**src/hdl/cte_pkg.sv**
```systemverilog
// Package: shared constants, payload types and controller/datapath command types.
`timescale 1ns / 1ps

package cte_pkg;

	// Timer rate of the capture counter
	localparam longint unsigned TIMER_HZ = 64'd1000000;

	// Field widths
	localparam int CAP_W   = 16;
	localparam int RPM_W   = 26;
	localparam int ALPHA_W = 9;
	localparam int PPR_W   = 8;
	localparam int MS_W    = 16;

	// Configuration port
	localparam int CFG_IDX_W  = 2;
	localparam int CFG_DATA_W = 16;
	localparam logic [CFG_IDX_W-1:0] CFG_ALPHA_Q8       = 2'd0;
	localparam logic [CFG_IDX_W-1:0] CFG_PULSES_PER_REV = 2'd1;
	localparam logic [CFG_IDX_W-1:0] CFG_TIMEOUT_MS     = 2'd2;

	localparam logic [ALPHA_W-1:0] ALPHA_RESET   = 9'd64;
	localparam logic [PPR_W-1:0]   PPR_RESET     = 8'd7;
	localparam logic [MS_W-1:0]    TIMEOUT_RESET = 16'd300;
	localparam logic [ALPHA_W-1:0] ALPHA_ONE     = 9'd256;

	// Input commands
	localparam logic CMD_CAPTURE = 1'b0;
	localparam logic CMD_TICK    = 1'b1;

	// Divider: constant dividend 60 * TIMER_HZ over pulses_per_rev * interval
	localparam longint unsigned RPM_DIVIDEND = 64'd60 * TIMER_HZ;
	localparam int DIV_W   = $clog2(RPM_DIVIDEND + 64'd1);
	localparam int DVSR_W  = PPR_W + CAP_W;
	localparam int DCNT_W  = $clog2(DIV_W);
	localparam logic [DIV_W-1:0]  DIVIDEND_VAL = DIV_W'(RPM_DIVIDEND);
	localparam logic [DCNT_W-1:0] DCNT_LAST    = DCNT_W'(DIV_W - 1);
	localparam logic [RPM_W-1:0]  RPM_MAX      = 26'd60000000;

	localparam int PROD_W = ALPHA_W + RPM_W;

	typedef struct packed {
		logic             command;
		logic [CAP_W-1:0] capture_value;
	} in_item_t;

	typedef struct packed {
		logic [RPM_W-1:0] rpm;
		logic [RPM_W-1:0] filtered_rpm;
		logic             updated;
		logic             stopped;
	} out_item_t;

	// Controller to datapath
	typedef struct packed {
		logic accept;    // take the input item
		logic tick;      // millisecond tick update
		logic prime;     // first capture: store only
		logic mul;       // form divisor, start division
		logic div_step;  // one quotient bit
		logic div_end;   // saturate and commit speed
		logic mix_prod;  // averaging products
		logic mix_sum;   // averaging sum
		logic load_out;  // load output register
	} ctl_cmd_t;

	// Datapath to controller
	typedef struct packed {
		logic is_tick;
		logic primed;
	} dp_status_t;

endpackage

```
**src/hdl/cte_in_if.sv**
```systemverilog
// Interface: input item channel.
`timescale 1ns / 1ps

interface cte_in_if;
	logic              valid;
	logic              ready;
	cte_pkg::in_item_t item;

	modport source (output valid, output item, input ready);
	modport sink   (input valid, input item, output ready);
endinterface

```
**src/hdl/cte_out_if.sv**
```systemverilog
// Interface: result item channel.
`timescale 1ns / 1ps

interface cte_out_if;
	logic               valid;
	logic               ready;
	cte_pkg::out_item_t item;

	modport source (output valid, output item, input ready);
	modport sink   (input valid, input item, output ready);
endinterface

```
**src/hdl/cte_cfg_if.sv**
```systemverilog
// Interface: configuration write channel.
`timescale 1ns / 1ps

interface cte_cfg_if;
	logic                             valid;
	logic                             ready;
	logic [cte_pkg::CFG_IDX_W-1:0]    index;
	logic [cte_pkg::CFG_DATA_W-1:0]   data;

	modport source (output valid, output index, output data, input ready);
	modport sink   (input valid, input index, input data, output ready);
endinterface

```
**src/hdl/cte_datapath.sv**
```systemverilog
// Datapath: configuration, speed state, bit-serial divider and averaging.
`timescale 1ns / 1ps

module cte_datapath (
	input  logic                             clk,
	input  logic                             arst_n,
	input  cte_pkg::ctl_cmd_t                cmd,
	output cte_pkg::dp_status_t              status,
	input  cte_pkg::in_item_t                in_item,
	input  logic                             cfg_we,
	input  logic [cte_pkg::CFG_IDX_W-1:0]    cfg_index,
	input  logic [cte_pkg::CFG_DATA_W-1:0]   cfg_data,
	output cte_pkg::out_item_t               out_item
);

	logic [cte_pkg::ALPHA_W-1:0] alpha_q;
	logic [cte_pkg::PPR_W-1:0]   ppr_q;
	logic [cte_pkg::MS_W-1:0]    timeout_q;

	logic                        primed_q;
	logic [cte_pkg::CAP_W-1:0]   prev_cap_q;
	logic [cte_pkg::MS_W-1:0]    ms_q;
	logic [cte_pkg::RPM_W-1:0]   speed_q;
	logic [cte_pkg::RPM_W-1:0]   smooth_q;
	logic                        updated_q;

	cte_pkg::in_item_t           item_q;

	logic [cte_pkg::DVSR_W-1:0]  dvsr_q;
	logic [cte_pkg::DVSR_W-1:0]  rem_q;
	logic [cte_pkg::DIV_W-1:0]   dvd_q;
	logic [cte_pkg::DIV_W-1:0]   quo_q;
	logic [cte_pkg::PROD_W-1:0]  prod_a_q;
	logic [cte_pkg::PROD_W-1:0]  prod_b_q;
	cte_pkg::out_item_t          out_q;

	logic [cte_pkg::CAP_W-1:0]   interval;
	logic [cte_pkg::DVSR_W:0]    rem_shift;
	logic                        rem_ge;
	logic [cte_pkg::MS_W-1:0]    ms_next;
	logic [cte_pkg::ALPHA_W-1:0] weight;
	logic [cte_pkg::ALPHA_W-1:0] weight_inv;
	logic [cte_pkg::PROD_W:0]    mix_sum;
	logic [cte_pkg::RPM_W-1:0]   quo_sat;

	always_comb begin
		interval   = item_q.capture_value - prev_cap_q;
		rem_shift  = {rem_q, dvd_q[cte_pkg::DIV_W-1]};
		rem_ge     = rem_shift >= {1'b0, dvsr_q};
		ms_next    = (ms_q == {cte_pkg::MS_W{1'b1}}) ? ms_q : ms_q + 1'b1;
		weight     = (alpha_q > cte_pkg::ALPHA_ONE) ? cte_pkg::ALPHA_ONE : alpha_q;
		weight_inv = cte_pkg::ALPHA_ONE - weight;
		mix_sum    = {1'b0, prod_a_q} + {1'b0, prod_b_q};
		if (dvsr_q == '0 || quo_q > cte_pkg::DIV_W'(cte_pkg::RPM_MAX))
			quo_sat = cte_pkg::RPM_MAX;
		else
			quo_sat = cte_pkg::RPM_W'(quo_q);
	end

	// Configuration registers
	always_ff @(posedge clk or negedge arst_n) begin
		if (!arst_n) begin
			alpha_q   <= cte_pkg::ALPHA_RESET;
			ppr_q     <= cte_pkg::PPR_RESET;
			timeout_q <= cte_pkg::TIMEOUT_RESET;
		end else if (cfg_we) begin
			unique case (cfg_index)
				cte_pkg::CFG_ALPHA_Q8:       alpha_q   <= cfg_data[cte_pkg::ALPHA_W-1:0];
				cte_pkg::CFG_PULSES_PER_REV: ppr_q     <= cfg_data[cte_pkg::PPR_W-1:0];
				cte_pkg::CFG_TIMEOUT_MS:     timeout_q <= cfg_data[cte_pkg::MS_W-1:0];
				default: ;
			endcase
		end
	end

	// Measurement state
	always_ff @(posedge clk or negedge arst_n) begin
		if (!arst_n) begin
			primed_q   <= 1'b0;
			prev_cap_q <= '0;
			ms_q       <= '0;
			speed_q    <= '0;
			smooth_q   <= '0;
			updated_q  <= 1'b0;
		end else begin
			if (cmd.tick) begin
				ms_q      <= ms_next;
				updated_q <= 1'b0;
				if (ms_next > timeout_q) begin
					speed_q  <= '0;
					smooth_q <= '0;
				end
			end
			if (cmd.prime) begin
				primed_q   <= 1'b1;
				prev_cap_q <= item_q.capture_value;
				smooth_q   <= '0;
				updated_q  <= 1'b0;
			end
			if (cmd.div_end) begin
				speed_q    <= quo_sat;
				prev_cap_q <= item_q.capture_value;
				ms_q       <= '0;
				updated_q  <= 1'b1;
			end
			if (cmd.mix_sum)
				smooth_q <= cte_pkg::RPM_W'(mix_sum >> 8);
		end
	end

	// Working registers: no reset needed
	always_ff @(posedge clk) begin
		if (cmd.accept)
			item_q <= in_item;
		if (cmd.mul) begin
			dvsr_q <= {{cte_pkg::CAP_W{1'b0}}, ppr_q} * {{cte_pkg::PPR_W{1'b0}}, interval};
			rem_q  <= '0;
			dvd_q  <= cte_pkg::DIVIDEND_VAL;
			quo_q  <= '0;
		end
		if (cmd.div_step) begin
			rem_q <= rem_ge ? cte_pkg::DVSR_W'(rem_shift - {1'b0, dvsr_q})
			                : cte_pkg::DVSR_W'(rem_shift);
			dvd_q <= dvd_q << 1;
			quo_q <= {quo_q[cte_pkg::DIV_W-2:0], rem_ge};
		end
		if (cmd.mix_prod) begin
			prod_a_q <= {{cte_pkg::RPM_W{1'b0}}, weight} * {{cte_pkg::ALPHA_W{1'b0}}, speed_q};
			prod_b_q <= {{cte_pkg::RPM_W{1'b0}}, weight_inv}
			            * {{cte_pkg::ALPHA_W{1'b0}}, smooth_q};
		end
		if (cmd.load_out) begin
			out_q.rpm          <= speed_q;
			out_q.filtered_rpm <= smooth_q;
			out_q.updated      <= updated_q;
			out_q.stopped      <= ms_q > timeout_q;
		end
	end

	assign status.is_tick = item_q.command == cte_pkg::CMD_TICK;
	assign status.primed  = primed_q;
	assign out_item       = out_q;

endmodule

```
**src/hdl/cte_ctrl.sv**
```systemverilog
// Controller: sequences one item through the datapath and owns both handshakes.
`timescale 1ns / 1ps

module cte_ctrl (
	input  logic                clk,
	input  logic                arst_n,
	input  logic                in_valid,
	output logic                in_ready,
	output logic                out_valid,
	input  logic                out_ready,
	input  cte_pkg::dp_status_t status,
	output cte_pkg::ctl_cmd_t   cmd
);

	typedef enum logic [3:0] {
		ST_IDLE,
		ST_DECODE,
		ST_TICK,
		ST_PRIME,
		ST_MUL,
		ST_DIV,
		ST_SAT,
		ST_PROD,
		ST_SUM,
		ST_DONE
	} state_t;

	state_t                     state_q;
	logic [cte_pkg::DCNT_W-1:0] cnt_q;
	logic                       out_valid_q;
	logic                       out_free;

	assign out_free  = !out_valid_q || out_ready;
	assign in_ready  = state_q == ST_IDLE;
	assign out_valid = out_valid_q;

	always_comb begin
		cmd          = '0;
		cmd.accept   = in_valid && in_ready;
		cmd.tick     = state_q == ST_TICK;
		cmd.prime    = state_q == ST_PRIME;
		cmd.mul      = state_q == ST_MUL;
		cmd.div_step = state_q == ST_DIV;
		cmd.div_end  = state_q == ST_SAT;
		cmd.mix_prod = state_q == ST_PROD;
		cmd.mix_sum  = state_q == ST_SUM;
		cmd.load_out = (state_q == ST_DONE) && out_free;
	end

	always_ff @(posedge clk or negedge arst_n) begin
		if (!arst_n) begin
			state_q     <= ST_IDLE;
			cnt_q       <= '0;
			out_valid_q <= 1'b0;
		end else begin
			// a new result takes the register as the old one leaves
			if (cmd.load_out)
				out_valid_q <= 1'b1;
			else if (out_ready)
				out_valid_q <= 1'b0;
			unique case (state_q)
				ST_IDLE: begin
					if (in_valid)
						state_q <= ST_DECODE;
				end
				ST_DECODE: begin
					priority if (status.is_tick)
						state_q <= ST_TICK;
					else if (!status.primed)
						state_q <= ST_PRIME;
					else
						state_q <= ST_MUL;
				end
				ST_TICK:  state_q <= ST_DONE;
				ST_PRIME: state_q <= ST_DONE;
				ST_MUL: begin
					cnt_q   <= cte_pkg::DCNT_LAST;
					state_q <= ST_DIV;
				end
				ST_DIV: begin
					cnt_q <= cnt_q - 1'b1;
					if (cnt_q == '0)
						state_q <= ST_SAT;
				end
				ST_SAT:  state_q <= ST_PROD;
				ST_PROD: state_q <= ST_SUM;
				ST_SUM:  state_q <= ST_DONE;
				ST_DONE: begin
					if (out_free)
						state_q <= ST_IDLE;
				end
				default: state_q <= ST_IDLE;
			endcase
		end
	end

	a_load_when_free: assert property (@(posedge clk) disable iff (!arst_n)
		cmd.load_out |-> (!out_valid_q || out_ready))
		else $error("result register overwritten while still held");

	a_accept_decodes: assert property (@(posedge clk) disable iff (!arst_n)
		(in_valid && in_ready) |=> state_q == ST_DECODE)
		else $error("accepted item not decoded");

	a_div_length: assert property (@(posedge clk) disable iff (!arst_n)
		(state_q == ST_DIV && cnt_q == '0) |=> state_q == ST_SAT)
		else $error("divider did not finish on last bit");

	a_one_command: assert property (@(posedge clk) disable iff (!arst_n)
		$onehot0({cmd.tick, cmd.prime, cmd.mul, cmd.div_step, cmd.div_end,
		          cmd.mix_prod, cmd.mix_sum, cmd.load_out}))
		else $error("more than one datapath command at once");

	a_result_after_load: assert property (@(posedge clk) disable iff (!arst_n)
		cmd.load_out |=> out_valid_q)
		else $error("loaded result not offered");

endmodule

```
**src/hdl/capture_tachometer_ema_unit.sv**
```systemverilog
// Top level: capture tachometer with exponential speed average.
`timescale 1ns / 1ps
//
// Usage
//   sample : input items. command 0 is a capture event carrying the 16-bit
//            1 MHz timer value, command 1 is a one-millisecond tick.
//   result : one item per input item: rpm, filtered_rpm, updated, stopped.
//   cfg    : register writes (0 alpha_q8, 1 pulses_per_rev, 2 timeout_ms),
//            always ready; write only while the block is idle.
// Steps, from the accept to result valid:
//   tick or first capture : decode, update, load
//   measuring capture     : decode, form divisor, then the restoring divider
//                           (one quotient bit per cycle, 26 bits), saturate,
//                           average and load
// One item at a time is in work; the next is taken once the last is loaded.
// The result sits in an output register: sample.ready comes back while a
// finished item still waits there. If the receiver stalls, the next item is
// worked on and holds in its last step until the register is taken.
// Reset (arst_n low) restores the register defaults (64, 7, 300), clears
// the speed state and forgets the first capture; no clearing pass.

module capture_tachometer_ema_unit (
	input  logic       clk,
	input  logic       arst_n,
	cte_in_if.sink     sample,
	cte_out_if.source  result,
	cte_cfg_if.sink    cfg
);

	cte_pkg::ctl_cmd_t   cmd;
	cte_pkg::dp_status_t status;

	// Configuration never stalls
	assign cfg.ready = 1'b1;

	cte_ctrl u_ctrl (
		.clk       (clk),
		.arst_n    (arst_n),
		.in_valid  (sample.valid),
		.in_ready  (sample.ready),
		.out_valid (result.valid),
		.out_ready (result.ready),
		.status    (status),
		.cmd       (cmd)
	);

	cte_datapath u_datapath (
		.clk       (clk),
		.arst_n    (arst_n),
		.cmd       (cmd),
		.status    (status),
		.in_item   (sample.item),
		.cfg_we    (cfg.valid),
		.cfg_index (cfg.index),
		.cfg_data  (cfg.data),
		.out_item  (result.item)
	);

endmodule

```
**src/flat_wrapper.sv**
```systemverilog
// flat-port wrapper written by rule: the top's interface ports become plain ports
module capture_tachometer_ema_unit_flat 
  (clk, arst_n, sample_valid, sample_item, sample_ready, result_valid, result_item, result_ready, cfg_valid, cfg_index, cfg_data, cfg_ready);
  cte_in_if sample_i ();
  cte_out_if result_i ();
  cte_cfg_if cfg_i ();
  input  logic clk;
  input  logic arst_n;
  input wire logic [$bits(sample_i.valid)-1:0] sample_valid;
  input wire logic [$bits(sample_i.item)-1:0] sample_item;
  output wire logic [$bits(sample_i.ready)-1:0] sample_ready;
  output wire logic [$bits(result_i.valid)-1:0] result_valid;
  output wire logic [$bits(result_i.item)-1:0] result_item;
  input wire logic [$bits(result_i.ready)-1:0] result_ready;
  input wire logic [$bits(cfg_i.valid)-1:0] cfg_valid;
  input wire logic [$bits(cfg_i.index)-1:0] cfg_index;
  input wire logic [$bits(cfg_i.data)-1:0] cfg_data;
  output wire logic [$bits(cfg_i.ready)-1:0] cfg_ready;
  assign sample_i.valid = sample_valid;
  assign sample_i.item = sample_item;
  assign sample_ready = sample_i.ready;
  assign result_valid = result_i.valid;
  assign result_item = result_i.item;
  assign result_i.ready = result_ready;
  assign cfg_i.valid = cfg_valid;
  assign cfg_i.index = cfg_index;
  assign cfg_i.data = cfg_data;
  assign cfg_ready = cfg_i.ready;
  capture_tachometer_ema_unit u_core (.clk(clk), .arst_n(arst_n), .sample(sample_i), .result(result_i), .cfg(cfg_i));
endmodule
```
**config.mk**
```make
export PLATFORM = sky130hd
export DESIGN_NAME = capture_tachometer_ema_unit_flat
export DESIGN_NICKNAME = d
export VERILOG_FILES = /design/src/hdl/cte_pkg.sv /design/src/hdl/cte_in_if.sv /design/src/hdl/cte_out_if.sv /design/src/hdl/cte_cfg_if.sv /design/src/hdl/cte_datapath.sv /design/src/hdl/cte_ctrl.sv /design/src/hdl/capture_tachometer_ema_unit.sv /design/src/flat_wrapper.sv
export SDC_FILE = /design/constraint.sdc
export NUM_CORES = 2
export LEC_CHECK = 0
export BUFFER_PORTS_ARGS = -buffer_cell sky130_fd_sc_hd__buf_2
export CAP_MARGIN = 0
export CORE_ASPECT_RATIO = 0.6
export CORE_MARGIN = 1
export CORE_UTILIZATION = 65
export DETAILED_ROUTE_END_ITERATION = 8
export PLACE_DENSITY = 0.83
export REMOVE_ABC_BUFFERS = 1
export SLEW_MARGIN = 15
export SYNTH_ARGS = -nofsm -noshare
export SYNTH_HDL_FRONTEND = slang
export SYNTH_SLANG_ARGS = --single-unit
export TNS_END_PERCENT = 10
```
**constraint.sdc**
```tcl
create_clock -name clk -period 8.4 [get_ports clk]
set_input_delay 2.1 -clock clk [delete_from_list [all_inputs] [get_ports clk]]
set_output_delay 2.1 -clock clk [all_outputs]
set_load 0.05 [all_outputs]
```
---- After elaboration in Yosys (flattened, before gate mapping) ----
Index checks and enable logic that the tools add are counted.
storage, ports and cells
  bits in registers ....................... 360
  latch bits .............................. 0
  bits in writable memories ............... 0
  memory bits (read-only) ................. 0
  input port bits ......................... 40
  output and inout bits ................... 57
  word-level logic and storage cells ...... 109
  memories ................................ 0
cells by class
  add/subtract/negate cells ............... 6
  $mul .................................... 3
  divide/modulo/power cells ............... 0
  magnitude comparators ................... 5
  equal/unequal tests ..................... 15
  shift operators ......................... 0
  mux-type cells .......................... 31
  bitwise operators ....................... 0
  reduce and logical (&&, ||, !) cells .... 24
operators by type and width
  kind                                                             count
  26-bit two-way mux                                               10
  16-bit two-way mux                                               5
  24-bit two-way mux                                               3
  9-bit by 26-bit multiplier with 34-bit output                    2
  34-bit adder                                                     1
  16-bit > comparator                                              2
  4-bit case mux with 8 select lines                               1
  26-bit > comparator, second input constant                       1
  25-bit by 24-bit >= comparator with 1-bit output                 1
  24-bit zero test                                                 1
  8-bit by 16-bit multiplier with 24-bit output                    1
  24-bit subtractor                                                1
  16-bit by 1-bit adder with 16-bit output, second input constant  1
  16-bit == test, second input constant                            1
  4-bit by 3-bit == test with 1-bit output, second input constant  4
  16-bit subtractor                                                1
  4-bit two-way mux                                                3
  5-bit case mux with 2 select lines                               1
  2-bit AND reduction                                              5
  2-bit nonzero test                                               5
  9-bit > comparator, second input constant                        1
  9-bit two-way mux                                                1
  3-bit nonzero test                                               3
  9-bit subtractor, first input constant                           1
  17 further kinds                                                 28

---- Depth between registers and ports, before layout ----
  depth in word-level cells ............... 7
  gate-level depth with buffers ........... 27
  mapped depth without buffers ............ 27

---- Modules after synthesis ----
From an unflattened synthesis, not the netlist that was laid out.
second synthesis, totals
  cell total of the unflattened synthesis .. 3599
  area total of the unflattened synthesis .. 35539.1 um^2
by module, submodules not included
  module                       times used  cells an instance  area an instance (um^2)  sequential area each (um^2)
  cte_datapath                 1           3527               34858.4                  9924.5
  cte_ctrl                     1           70                 669.4                    250.2
  capture_tachometer_ema_unit  1           2                  11.3                     0.0

---- Least setup slack after synthesis ----
OpenSTA, ideal clock, no wires.
  path type ............................... reg-to-reg
  start ................................... reg u_core.u_datapath.item_q[0] in the netlist's numbering
  end ..................................... reg u_core.u_datapath.dvsr_q[22] in the netlist's numbering (data pin)
  setup time .............................. 258 ps
  arrival ................................. 6088 ps
  data required time ...................... 8142 ps
  path slack .............................. 2054 ps
  stages on the path, launching flop included .. 26
  path buffers ............................ 0
  clock period less this slack ............ 6346 ps
  cells stage by stage .................... edfxtp_1 inv_1 ha_1 inv_1 fa_1 a21o_1 a21oi_1 o21bai_1 a31oi_1 o21bai_1 xor2_1 and2_1 fa_1 inv_1 fa_1 fa_1 fa_1 inv_1 ha_1 a2111o_1 o31ai_2 a211oi_1 or4_1 a31o_1 a21oi_2 xnor2_1
between the ends
  word-level cells in the longest chain between the ends .. 2
RTL lines
  element                                        RTL line             source
  start: declaration                             cte_datapath.sv:27   cte_pkg::in_item_t item_q;
  start signal: assignment                       cte_datapath.sv:114  item_q <= in_item;
  16-bit subtractor                              cte_datapath.sv:47   interval = item_q.capture_value - prev_cap_q;
  8-bit by 16-bit multiplier with 24-bit output  cte_datapath.sv:116  dvsr_q <= {{cte_pkg::CAP_W{1'b0}}, ppr_q} * {{cte_pkg::PPR_W{1'b0}}, interval};
  end signal: assignment                         cte_datapath.sv:116
  end: declaration                               cte_datapath.sv:29   logic [cte_pkg::DVSR_W-1:0] dvsr_q;
Every way passes these cells.
A chain may end at the register's enable or synchronous reset.

---- Worst setup path after layout ----
  start ................................... reg u_core.u_datapath.alpha_q[8] in the netlist's numbering
  end ..................................... reg u_core.u_datapath.prod_b_q[33] in the netlist's numbering (data pin)
between the ends
  word-level cells in the longest chain between the ends .. 4
RTL lines
  element                                          RTL line             source
  start: declaration                               cte_datapath.sv:16   logic [cte_pkg::ALPHA_W-1:0] alpha_q;
  start signal: assignment                         cte_datapath.sv:63   alpha_q <= cte_pkg::ALPHA_RESET;
  start signal: assignment                         cte_datapath.sv:68   cte_pkg::CFG_ALPHA_Q8: alpha_q <= cfg_data[cte_pkg::ALPHA_W-1:0];
  9-bit > comparator                               cte_datapath.sv:51   weight = (alpha_q > cte_pkg::ALPHA_ONE) ? cte_pkg::ALPHA_ONE : alpha_q;
  9-bit two-way mux *                              cte_datapath.sv:51
  9-bit subtractor *                               cte_datapath.sv:52   weight_inv = cte_pkg::ALPHA_ONE - weight;
  9-bit by 26-bit multiplier with 34-bit output *  cte_datapath.sv:130  * {{cte_pkg::ALPHA_W{1'b0}}, smooth_q};
  end signal: assignment                           cte_datapath.sv:129  prod_b_q <= {{cte_pkg::RPM_W{1'b0}}, weight_inv}
  end: declaration                                 cte_datapath.sv:34   logic [cte_pkg::PROD_W-1:0] prod_b_q;
Mark *: on every way between the ends. The rest lies on a longest branch, timed or not.

==> metrics.cfg <==
[outcome]
status = finished with violations
failed_checks = design-rule violations

[logic_synthesis]
xor_xnor_share_of_the_synthesized_area_pct = 3.65
simple_gate_portion_of_the_synthesized_area_pct = 15.3
synth_async_sr_flop_share_pct = 35.8
fraction_of_the_yosys_area_taken_by_sequential_cells_pct = 29.0
post_synth_inst_count = 3559
post_synth_fa_ha_maj_area_fraction_pct = 33.3
largest_family_of_logic_cells_by_synthesized_area = adder cells
synth_edf_count = 231
mapped_cell_area_mm2 = 0.0351
synth.area.mux_share_pct = 1.50
synth_compound_gate_area_share_pct = 9.36
postSynthAreaPerCell_um2 = 9.85
ys_dominant_reg_cell = edfxtp_1
synth-warning-count = 0
yosysUniqueCellTypes = 80
yosys_register_bits = 360

[floorplan]
die_footprint_mm2 = 0.0549
die_width_um = 302
core_region_area_mm2 = 0.0529
floorplan.initialDensity_pct = 66.2
floorplan.io_pins = 97
std_cell_rows = 65
chipHeight_um = 182

[sta]
fmax_ghz = 0.135
final-max-slew-violation-count = 0
finalHoldViolations = 0
fin_worst_skew_ps = 21.0
finalCriticalPeriod_ps = 7410
timing.hold.ws_ps = 464
grt_setup_unrepaired = no
worst_pin_slew_ps = 1230
setup_viol = 0
totalNegativeSetupSlack_ps = 0
max_slew_margin_pct = 17.8
layout_worst_path_cycle_share_pct = 88.2

[route]
via_count = 25500
route.detailed.drc = 3
drt_iter0_drcs = 2581
routed_wirelength_um = 80800
drtPass1Iterations = 9
post_drt_wl_per_cell_um = 18.8
routed_via_density = 5.92
final_antenna_net_count = 0

[clock_tree]
postCtsSetupBuffers = 0
clkSlewWorstSetupHoldPaths_ps = 60
numClockSinks = 360
holdBufCountCts = 0
cts_buffers = 38
ctsRootBufferMaster = clkbuf_16
cts.path.max_buffers = 3
postCtsResizedCells = 0
clk-insertion-delay-late_ps = 570
deepest_level_of_the_cts_h_tree = 2
cts_tree = done

[finish]
most_frequent_cells_in_the_layout = 581 x inv_1, 464 x nand2_1, 422 x fa_1
sequential_cell_area_mm2 = 0.0102
drive_gt1_share_pct = 7.41
area_delta_synth_final_pct = 6.66
commonest_non_fill_non_tap_cell_in_the_layout = inv_1
combined_area_of_the_multi_input_logic_cells_mm2 = 0.0222
antenna_cells_inserted = 0
final_nets = 4290
fill_cells = 3833

[critical_path]
worst_path_cell_with_the_longest_stage_delay = dfrtp_1
reg2reg_depth = 21
cpMostUsedCell = fa_1
worst_setup_slack_for_register_to_register_paths_ps = 990
cp_slowest_stage_delay_ps = 910
path_max_fanout = 21
timing.critical_path.cells = nor2b_2, nor3_1, nand3_1, nor3_1, xnor2_2, and2_1, fa_1, fa_1, fa_1, inv_1, fa_1, inv_1, ha_1, a211o_1, o2111ai_1, nand2_1, a31oi_1, a211oi_1, o31ai_1, mux2i_1, nand4_1
crit_start = u_core.u_datapath.alpha_q[8]$_DFFE_PN0P_
critPathLaunchType = flip-flop
setup.worst_path.end_class = flip-flop
timing.rr.start = u_core.u_datapath.alpha_q[8]$_DFFE_PN0P_
critical_path_class = flip-flop to flip-flop
worst-endpoint-arrival_ps = 7720
cp_data_required_time_ps = 8710
worst_r2r_endpoint = u_core.u_datapath.prod_b_q[33]$_DFFE_PP_

[global_route]
global_route.usage.total_pct = 30.7
grt_first_pass_wirelength_um = 134000
vias_in_the_first_global_route = 25400
number_of_antenna_violations_at_the_first_check_in_global_routing = 0
grt.overflow.total = 0
grt_start_max_net_pins = 74

[run]
max_cap_viol_count = 0

[hold_path]
worstHoldStart = u_core.u_datapath.updated_q$_DFFE_PN0P_
min-delay-path-class = flip-flop to flip-flop
timing.hold.worst_path_depth = 0
hold-path-endpoint = u_core.u_datapath.out_item[1]$_DFFE_PP_

[place]
dp.final_hpwl_um = 61200
port-buffer-count = 95
gp_congestion = 0.963

-- stage by stage --
stage / instance area [um^2] / setup WS [ps] / utilization (%) / instances
floorplan: 34500 / -54.0 / - / 3407
global placement: 36100 / 1360 / 68.2 / 4234
detailed placement: 36100 / 1200 / 68.2 / 4234
CTS: 37400 / 1050 / 70.6 / 4304
global route: 37400 / 430 / 70.6 / 4304
finish: 37400 / 988 / 70.6 / 4304
-- Yosys cell counts, types with 16 or more instances --
library cell | n | area share [%]
inv_1 | 581 | 6.2
clkbuf_1 | 93 | 1.0
dfrtp_1 | 121 | 8.6
and3_1 | 44 | 0.79
nor3_1 | 38 | 0.54
mux2_2 | 37 | 1.2
nor2_1 | 119 | 1.3
nand4_1 | 21 | 0.37
xnor2_1 | 109 | 2.7
nor4_1 | 17 | 0.30
a22o_1 | 49 | 1.2
edfxtp_1 | 231 | 20
o21a_1 | 31 | 0.66
xor2_1 | 37 | 0.92
a211oi_1 | 18 | 0.39
nand2b_1 | 32 | 0.57
fa_1 | 422 | 24
o21ai_0 | 89 | 1.3
ha_1 | 257 | 9.2
nand3_1 | 45 | 0.64
a21o_1 | 42 | 0.90
buf_1 | 50 | 0.54
o21bai_1 | 16 | 0.34
and2_1 | 242 | 4.3
a21oi_1 | 134 | 1.9
nor2b_1 | 44 | 0.79
nand2_1 | 464 | 5.0
-- routing by layer --
metal	track usage [%]	share of wire [%]	up-vias
met5	0.176	0	-
met4	5.92	1.7	0
met3	6.83	11	95
met2	42.4	41	1230
met1	49.4	47	12600
li1	-	-	11600
-- logic make-up after synthesis --
family / count (synthesis)
and+or+nand+nor: 1102
buffers and inverters: 733
adders and majority gates: 679
AOI/OAI and AO/OA: 490
DFF: 360
xor gates and xnor gates: 146
muxes: 48
other: 1
-- how the worst max path moves through the flow --
stage | end | depth (start not counted) | slack, ps
after detailed placement | u_core.u_datapath.prod_b_q[32]$_DFFE_PP_ | 22 | 1200
after global placement | u_core.u_datapath.dvsr_q[22]$_DFFE_PP_ | 25 | 1360
final | u_core.u_datapath.prod_b_q[33]$_DFFE_PP_ | 21 | 990
after CTS | u_core.u_datapath.prod_b_q[33]$_DFFE_PP_ | 21 | 1050
after floorplan | u_core.u_datapath.prod_b_q[33]$_DFFE_PP_ | 21 | -50
after global routing | u_core.u_datapath.prod_b_q[33]$_DFFE_PP_ | 21 | 430
-- registers in the layout, indices dropped and copies added (netlist names) --
signal,count
u_core.u_datapath.out_item,54
u_core.u_datapath.prod_a_q,34
u_core.u_datapath.prod_b_q,34
u_core.u_datapath.quo_q,26
u_core.u_datapath.smooth_q,26
u_core.u_datapath.speed_q,26
u_core.u_datapath.dvsr_q,24
u_core.u_datapath.rem_q,24
u_core.u_datapath.dvd_q,18
u_core.u_datapath.item_q,16
u_core.u_datapath.ms_q,16
u_core.u_datapath.prev_cap_q,16
u_core.u_datapath.timeout_q,16
u_core.u_datapath.alpha_q,9
u_core.u_datapath.ppr_q,8
u_core.u_ctrl.cnt_q,5
u_core.u_ctrl.state_q,4
u_core.u_ctrl.out_valid,1
u_core.u_datapath.primed_q,1
u_core.u_datapath.status,1
u_core.u_datapath.updated_q,1
-- cell type report --
type	count	area share, %
Clock buffer	50	2.77
Inverter	581	5.83
Multi-Input combinational cell	2466	59.4
Tap cell	703	2.35
Sequential cell	360	27.2
Timing Repair Buffer	124	1.87
Clock inverter	20	0.599
-- critical path: cells and delay by family (launching register included) --
kind | cells | cell delay, ps
fa+ha+maj | 5 | 2250
xor+xnor | 1 | 310
buf+inv | 2 | 90
mux | 1 | 230
flops | 1 | 910
simple gates | 7 | 1600
compound gates | 5 | 1720
Power is not shown: default switching activity piles up to over one toggle a cycle in this logic, so the estimate is an artifact.
